File: config.mk
export PLATFORM = sky130hd
export DESIGN_NAME = lj_sqrt
export DESIGN_NICKNAME = d
export VERILOG_FILES = /design/src/rtl/core/assert_macros.svh /design/src/rtl/core/lj_pkg.sv /design/src/rtl/core/lj_sqrt.sv
export SDC_FILE = /design/constraint.sdc
export NUM_CORES = 2
export LEC_CHECK = 0
export BUFFER_PORTS_ARGS = -buffer_cell sky130_fd_sc_hd__buf_2
export CAP_MARGIN = 0
export CORE_MARGIN = 8
export CORE_UTILIZATION = 45
export DETAILED_ROUTE_END_ITERATION = 16
export PLACE_DENSITY = 0.68
export RECOVER_POWER = 100
export SLEW_MARGIN = 5
export SYNTH_ARGS = -nofsm -noshare
export SYNTH_HDL_FRONTEND = slang
export SYNTH_MEMORY_MAX_BITS = 65536
export SYNTH_SLANG_ARGS = --single-unit
File: constraint.sdc
create_clock -name clk -period 9.9 [get_ports clk]
set_input_delay 0.495 -clock clk [delete_from_list [all_inputs] [get_ports clk]]
set_output_delay 0.495 -clock clk [all_outputs]
set_load 0.03 [all_outputs]
File: src/rtl/core/assert_macros.svh
// Assertion macros shared by the pair kernel RTL.
`ifndef ASSERT_MACROS_SVH
`define ASSERT_MACROS_SVH
`ifndef SYNTHESIS
// Check a property on the rising edge, skipped while reset is held.
`define LJ_ASSERT(lbl, clk, rst_n, prop, msg) \
  lbl: assert property (@(posedge clk) disable iff (!rst_n) prop) else $error(msg);
// Check a property on the rising edge, also during reset.
`define LJ_ASSERT_ALWAYS(lbl, clk, prop, msg) \
  lbl: assert property (@(posedge clk) prop) else $error(msg);
`else
`define LJ_ASSERT(lbl, clk, rst_n, prop, msg)
`define LJ_ASSERT_ALWAYS(lbl, clk, prop, msg)
`endif
`endif

File: src/rtl/core/lj_pkg.sv
// Types, constants and helper functions of the pair kernel.
package lj_pkg;

  localparam int SQRT_STAGES = 33;
  localparam int DIV_STAGES  = 64;

  localparam logic [7:0] C_ONE    = 8'd1;
  localparam logic [7:0] C_SIX    = 8'd6;
  localparam logic [7:0] C_TWELVE = 8'd12;
  localparam logic [7:0] C_THIRTY = 8'd30;
  localparam logic [7:0] C_132    = 8'd132;

  localparam logic [63:0] POS_LIM = 64'h0000_7FFF_FFFF_FFFF;
  localparam logic [63:0] NEG_LIM = 64'h0000_8000_0000_0000;

  localparam logic REG_WELL_DEPTH    = 1'b0;
  localparam logic REG_ZERO_DISTANCE = 1'b1;

  typedef struct packed {
    logic [63:0] prod;
    logic        clip;
  } mul_t;

  typedef struct packed {
    logic [63:0] mag;
    logic        neg;
    logic        clip;
  } comb_t;

  typedef struct packed {
    logic [47:0] val;
    logic        clip;
  } emit_t;

  // c1*x - c2*y as sign and magnitude, each product clipped to 64 bits.
  function automatic comb_t combine(input logic [7:0] c1, input logic [63:0] x,
                                    input logic [7:0] c2, input logic [63:0] y);
    logic [71:0] p1w;
    logic [71:0] p2w;
    logic [63:0] p1;
    logic [63:0] p2;
    comb_t       r;
    p1w    = 72'(x) * 72'(c1);
    p2w    = 72'(y) * 72'(c2);
    p1     = (|p1w[71:64]) ? '1 : p1w[63:0];
    p2     = (|p2w[71:64]) ? '1 : p2w[63:0];
    r.clip = (|p1w[71:64]) | (|p2w[71:64]);
    if (p1 >= p2) begin
      r.neg = 1'b0;
      r.mag = p1 - p2;
    end else begin
      r.neg = 1'b1;
      r.mag = p2 - p1;
    end
    return r;
  endfunction

  // Saturate a scaled magnitude to 48 bits and apply the sign.
  function automatic emit_t emit(input mul_t m, input logic neg);
    logic [63:0] lim;
    logic [63:0] v;
    emit_t       r;
    lim = neg ? NEG_LIM : POS_LIM;
    if (m.clip || (m.prod > lim)) begin
      v      = lim;
      r.clip = 1'b1;
    end else begin
      v      = m.prod;
      r.clip = 1'b0;
    end
    r.val = neg ? (48'd0 - v[47:0]) : v[47:0];
    return r;
  endfunction

endpackage

File: src/rtl/core/lj_sqrt.sv
// Pipelined integer square root of a 66-bit radicand, one root bit per stage.
module lj_sqrt import lj_pkg::*; (
  input  logic        clk,
  input  logic        en,
  input  logic [65:0] rad,
  output logic [32:0] root
);

  logic [65:0] x_r   [SQRT_STAGES];
  logic [36:0] rem_r [SQRT_STAGES];
  logic [32:0] rt_r  [SQRT_STAGES];

  for (genvar s = 0; s < SQRT_STAGES; s++) begin : g_stage
    logic [65:0] x_in;
    logic [36:0] rem_in;
    logic [32:0] rt_in;
    logic [36:0] rem_sh;
    logic [36:0] trial;

    if (s == 0) begin : g_first
      assign x_in   = rad;
      assign rem_in = '0;
      assign rt_in  = '0;
    end else begin : g_rest
      assign x_in   = x_r[s-1];
      assign rem_in = rem_r[s-1];
      assign rt_in  = rt_r[s-1];
    end

    assign rem_sh = {rem_in[34:0], x_in[65:64]};
    assign trial  = {2'b00, rt_in, 2'b01};

    always_ff @(posedge clk) begin
      if (en) begin
        x_r[s] <= {x_in[63:0], 2'b00};
        if (rem_sh >= trial) begin
          rem_r[s] <= rem_sh - trial;
          rt_r[s]  <= {rt_in[31:0], 1'b1};
        end else begin
          rem_r[s] <= rem_sh;
          rt_r[s]  <= {rt_in[31:0], 1'b0};
        end
      end
    end
  end

  assign root = rt_r[SQRT_STAGES-1];

endmodule

# Word-level counts from Yosys, hierarchy flattened

Memories as Yosys holds them, arrays and structs flattened.
Index checks and enable logic that the tools add are counted.
W data, S select, Z words.

Input bits: 68
Register bits after elaboration: 0
RAM bits: 4,422
Bits in latches: 0
Output and inout bits: 33
Memories: 3
ROM bits: 0

Memories:

| memory | words | bits a word | rd ports | clocked after Yosys merged registers in | write ports | RTL line      | RTL |
|---|---|---|---|---|---|---|---|
| x_r    | 33    | 64          | 32       | 0                                       | 33          | lj_sqrt.sv:9  | `logic [65:0] x_r [SQRT_STAGES];` |
| rem_r  | 33    | 37          | 32       | 0                                       | 33          | lj_sqrt.sv:10 | `logic [36:0] rem_r [SQRT_STAGES];` |
| rt_r   | 33    | 33          | 33       | 0                                       | 33          | lj_sqrt.sv:11 | `logic [32:0] rt_r [SQRT_STAGES];` |

Eq/ne operators: 0
Bitwise logic cells: 66
Muxes and demuxes: 266
Shift operators: 0
Magnitude comparators: 33
Div/mod/pow operators: 0
Add/sub/neg operators: 33
Multiply operators: 0
Reductions and logical operators: 0

Operators with widths:

| operator              | number |
|---|---|
| $mux W37              | 33 |
| $ge A37 B35 Y1        | 32 |
| $sub A37 B35 Y37      | 32 |
| $mux W33              | 33 |
| $mux W1               | 200 |
| $or A1 B1 Y1          | 66 |
| $sub A2 B1 Y3 const B | 1 |
| $ge A2 B1 Y1 const B  | 1 |

# Depth between registers and ports, before layout

An unclocked memory read counts as a cell.

Depth after elaboration: 6
Mapped depth: 15
Mapped depth without buffers: 13

# Worst setup path before layout

No wires, ideal clock.

Path kind: input -> register
From: input en
To: memory rem_r[26][0] (enable)
Setup time: 0.442 ns
Required time: 9.458 ns
Path buffers: 6
Arrival: 3.492 ns
Slack: 5.966 ns
Cell stages on the path: 6
Path through: clkbuf_1 > clkbuf_1 > clkbuf_1 > clkbuf_1 > clkbuf_1 > clkbuf_1

RTL lines:

| element     | RTL line      | RTL |
|---|---|---|
| from (decl) | lj_sqrt.sv:4  | `input logic en,` |
| to (decl)   | lj_sqrt.sv:10 |  |

==> metrics.md <==
| Metric | Value |
|---|---|
| Fraction of layout cells with a size suffix above 1 | under 10% |
| Area of the multi-input gates | between 40,000 and 50,000 µm² |
| Syn nets | 10,400 |
| Worst Hold Path Cells | 2 |
| Row count | around 190 |
| Worst-skew pair later-pin latency | ~900 ps |
| Area contributors post-synth | edfxtp_1 64%, ha_1 6.0%, xor2_1 3.4% |
| Placed wire-length estimate | 186 mm |
| Slew Limit Fails | between 2,000 and 2,500 |
| DRT Wirelength | 259 mm |
| Most common cell after layout, fill and taps aside | edfxtp_1 |
| Largest net degree at the start of global routing | between 200 and 250 |
| TNS Setup | 0 ps |
| Final cell utilization of the core | roughly half |
| Fin crit period | around 6700 ps |
| Clk_skew | about 55 ps |
| Final nets | approximately 11,000 |
| Port Buffers | 100 |
| Placed Area | ~130,000 µm² |
| Most frequent cells in the layout | 2,683 x edfxtp_1, 827 x nand2_1, 770 x inv_1 |
| Die span in y | about 540 µm |
| Avg Cell Area, Syn | around 13 µm² |
| Iteration-0 DRC Markers | 6,381 |
| CP startpoint | en |
| Status | complete, but fails checks |
| GRT Residual Overflow | 0 |
| Failing checks | capacitance limit, slew limit |
| Hold WC Path Type | input pin to flop |
| Seq/Total Area, Yosys | ~65% |
| Initial Util | a little under half |
| Critical Path Start Type | input pin |
| Vias | approximately 76,000 |
| Post-synth top area cell | edfxtp_1 |
| Main flop type after synthesis | edfxtp_1 |
| CP Data Required Time | between 10,000 and 15,000 ps |
| Layout area overhead | 11.9% |
| Setup violators final | 0 |
| Die X | between 500 and 600 µm |
| Worst Path Max Fanout | between 80 and 90 |
| Net Sw Power | 9.02 mW |
| Crit path DAT | between 7000 and 8000 ps |
| Synth Cell Area | approximately 120,000 µm² |
| Initial antenna violation count | 7 |
| First-pass GRT wire length | roughly 400 mm |
| Critical path type | input pin to flop |
| Net Sw Frac | between 20% and 30% |
| Number of fill cells in the layout | 23,400 |
| Ys async rst share | 0% |
| Clk pwr share | 33.7% |
| Worst rel slew slack | -209% |
| CTS tree | yes |
| Lkg Pwr | between 50 and 60 nW |
| Yosys warns | 0 |
| DRT antenna net count | 0 |
| WL/cell | ~19 µm |
| Flop and latch count out of synthesis | between 2,000 and 3,000 |
| Overall power | between 30 and 40 mW |
| CTS Buf Count | 295 |
| Clock Pin Slew Worst Setup and Hold Paths | 60 ps |
| # Max-Cap Violations | 38 |
| R2R Path End | rem_r[29][8] |
| Core area | 276,000 µm² |
| Clock sinks | about 2,700 |
| Vias/cell | 5.42 |
| Worst-margin pin slew | about 4600 ps |
| I/O pin count | approximately 100 |
| R2R depth | 11 |
| Max clock buf depth | 4 |
| Crit. End Element | flop |
| DRC | 0 |
| CTS Root Cell | clkbuf_16 |
| Final Wtd Congestion | roughly 0.9 |
| Vias in the first global route | between 70,000 and 80,000 |
| Sequential share of power | between 40 and 50% |
| R2r startpoint | rem_r[28][6] |
| Fin area | about 140,000 µm² |
| Pint | approximately 23 mW |
| Worst R2R Setup Slack | just under 4000 ps |
| Period utilization | between 60% and 70% |
| First-pass detailed-route iteration total | 9 |
| Synth cell types | 92 |
| Mapped Cells | roughly 9,700 |
| Crit path capture | x_r[0][1791] |
| Gate power share | between 10% and 20% |
| PwrDens | between 200 and 250 nW/µm² |
| CTS-repair resized insts | 0 |
| Max Freq | 150 MHz |
| Area share of the largest cell type after synthesis | approximately 64% |
| H-tree Lvls | 5 |
| Max rail drop VDD | 0.155 mV |
| Register Area | ~80,000 µm² |
| Total track usage | between 15 and 20% |
| Final Hold Fails | 0 |
| RSZ-0062 raised after global routing | no |
| Post-synth EDFFs | between 2,000 and 3,000 |
| Die area | about 290,000 µm² |
| Hold Crit Start | rad[3] |
-- power groups by stage --
stage,clock network [mW],logic (mW),registers (mW)
finish,11.0,6.14,15.4
global route,11.7,6.84,15.5
CTS,11.3,6.13,15.4
detailed placement,0,6.07,15.6
global placement,0,5.89,15.6
floorplan,0,4.67,15.1
-- layout make-up --
type	instances	area share (%)
multi-input cells	6048	29.0
diodes	7	0.0125
well taps	3705	3.32
repair buffers	222	1.04
flip-flops and latches	2684	57.7
inverters	770	2.07
clock buffers	356	5.57
clock inverters	170	1.36
-- logic make-up (layout without fill, tap and decap cells) --
group                    Yosys count  after routing  share of synthesized area [%]
AO/OA/AOI/OAI                   1861           1861                           9.16
XOR/XNOR                         906            906                           6.35
adder cells (fa/ha/maj)          597            597                           5.98
buffers and inverters            986           1518                           2.99
flip-flops                      2684           2684                           64.5
multiplexers                      60             60                          0.530
other                              0              7                              0
AND/OR/NAND/NOR                 2624           2624                           10.5
-- synth_stat cells (49+ instances only) --
library cell and n:
a21o_1 220, o21ai_0 635, o21a_1 97, clkbuf_1 190
nand2_1 826, nand2b_1 118, and2_1 72, nor2_1 471
nand3_1 162, nor2b_1 76, or3_1 108, nand4_1 106
mux2_2 49, xnor2_1 421, inv_1 768, a21oi_1 467
a211oi_1 54, nor3_1 260, xor2_1 485, o31ai_1 49
o21bai_1 57, ha_1 597, nor4_1 131, or4_1 57
and3_1 51, edfxtp_1 2683
-- flip-flops by register name (all words and copies together), names as in the netlist --
register  flops
rt_r        561
rem_r      1067
x_r        1056
-- per-layer routing --
| layer | vias up | routed length [µm] | track usage [%] |
|---|---|---|---|
| met3 | 566 | 13400 | 2.43 |
| met1 | 36600 | 110000 | 22.0 |
| met2 | 2126 | 125000 | 28.9 |
| met5 | - | 13 | 0 |
| met4 | 2 | 10300 | 6.64 |
| li1 | 36400 | - | - |
-- how the worst min path moves through the flow --
stage | to | slack [ps]
6_report | x_r[0][3] | 310
5_1_grt | x_r[0][3] | 270
4_1_cts | x_r[0][3] | 220
3_5_place_dp | x_r[0][1008] | 400
3_3_place_gp | x_r[0][1192] | 400
2_1_floorplan | x_r[0][1000] | 400
-- per-stage QoR --
| step | hold slack, ps | setup slack, ps | cells |
|---|---|---|---|
| 2_1_floorplan | 400 | 5970 | 9718 |
| 3_3_place_gp | 400 | 5260 | 13400 |
| 3_5_place_dp | 405 | 5190 | 13400 |
| 4_1_cts | 220 | 5170 | 14000 |
| 5_1_grt | 270 | 2650 | 14000 |
| 6_report | 313 | 3220 | 14000 |
-- worst max-delay path, cell delays in order --
cell	delay (ps)
dlygate4sd3_1	580
buf_12	380
clkbuf_1	1390
clkbuf_1	2330
clkbuf_2	1630
-- timing repair --
action | 4_1_cts | 5_1_grt
hold buffers | 67 | 0
buffers inserted | 0 | 0
endpoints found under the hold margin | 88 | 0
No activity file was read; power rests on OpenSTA's default activity.
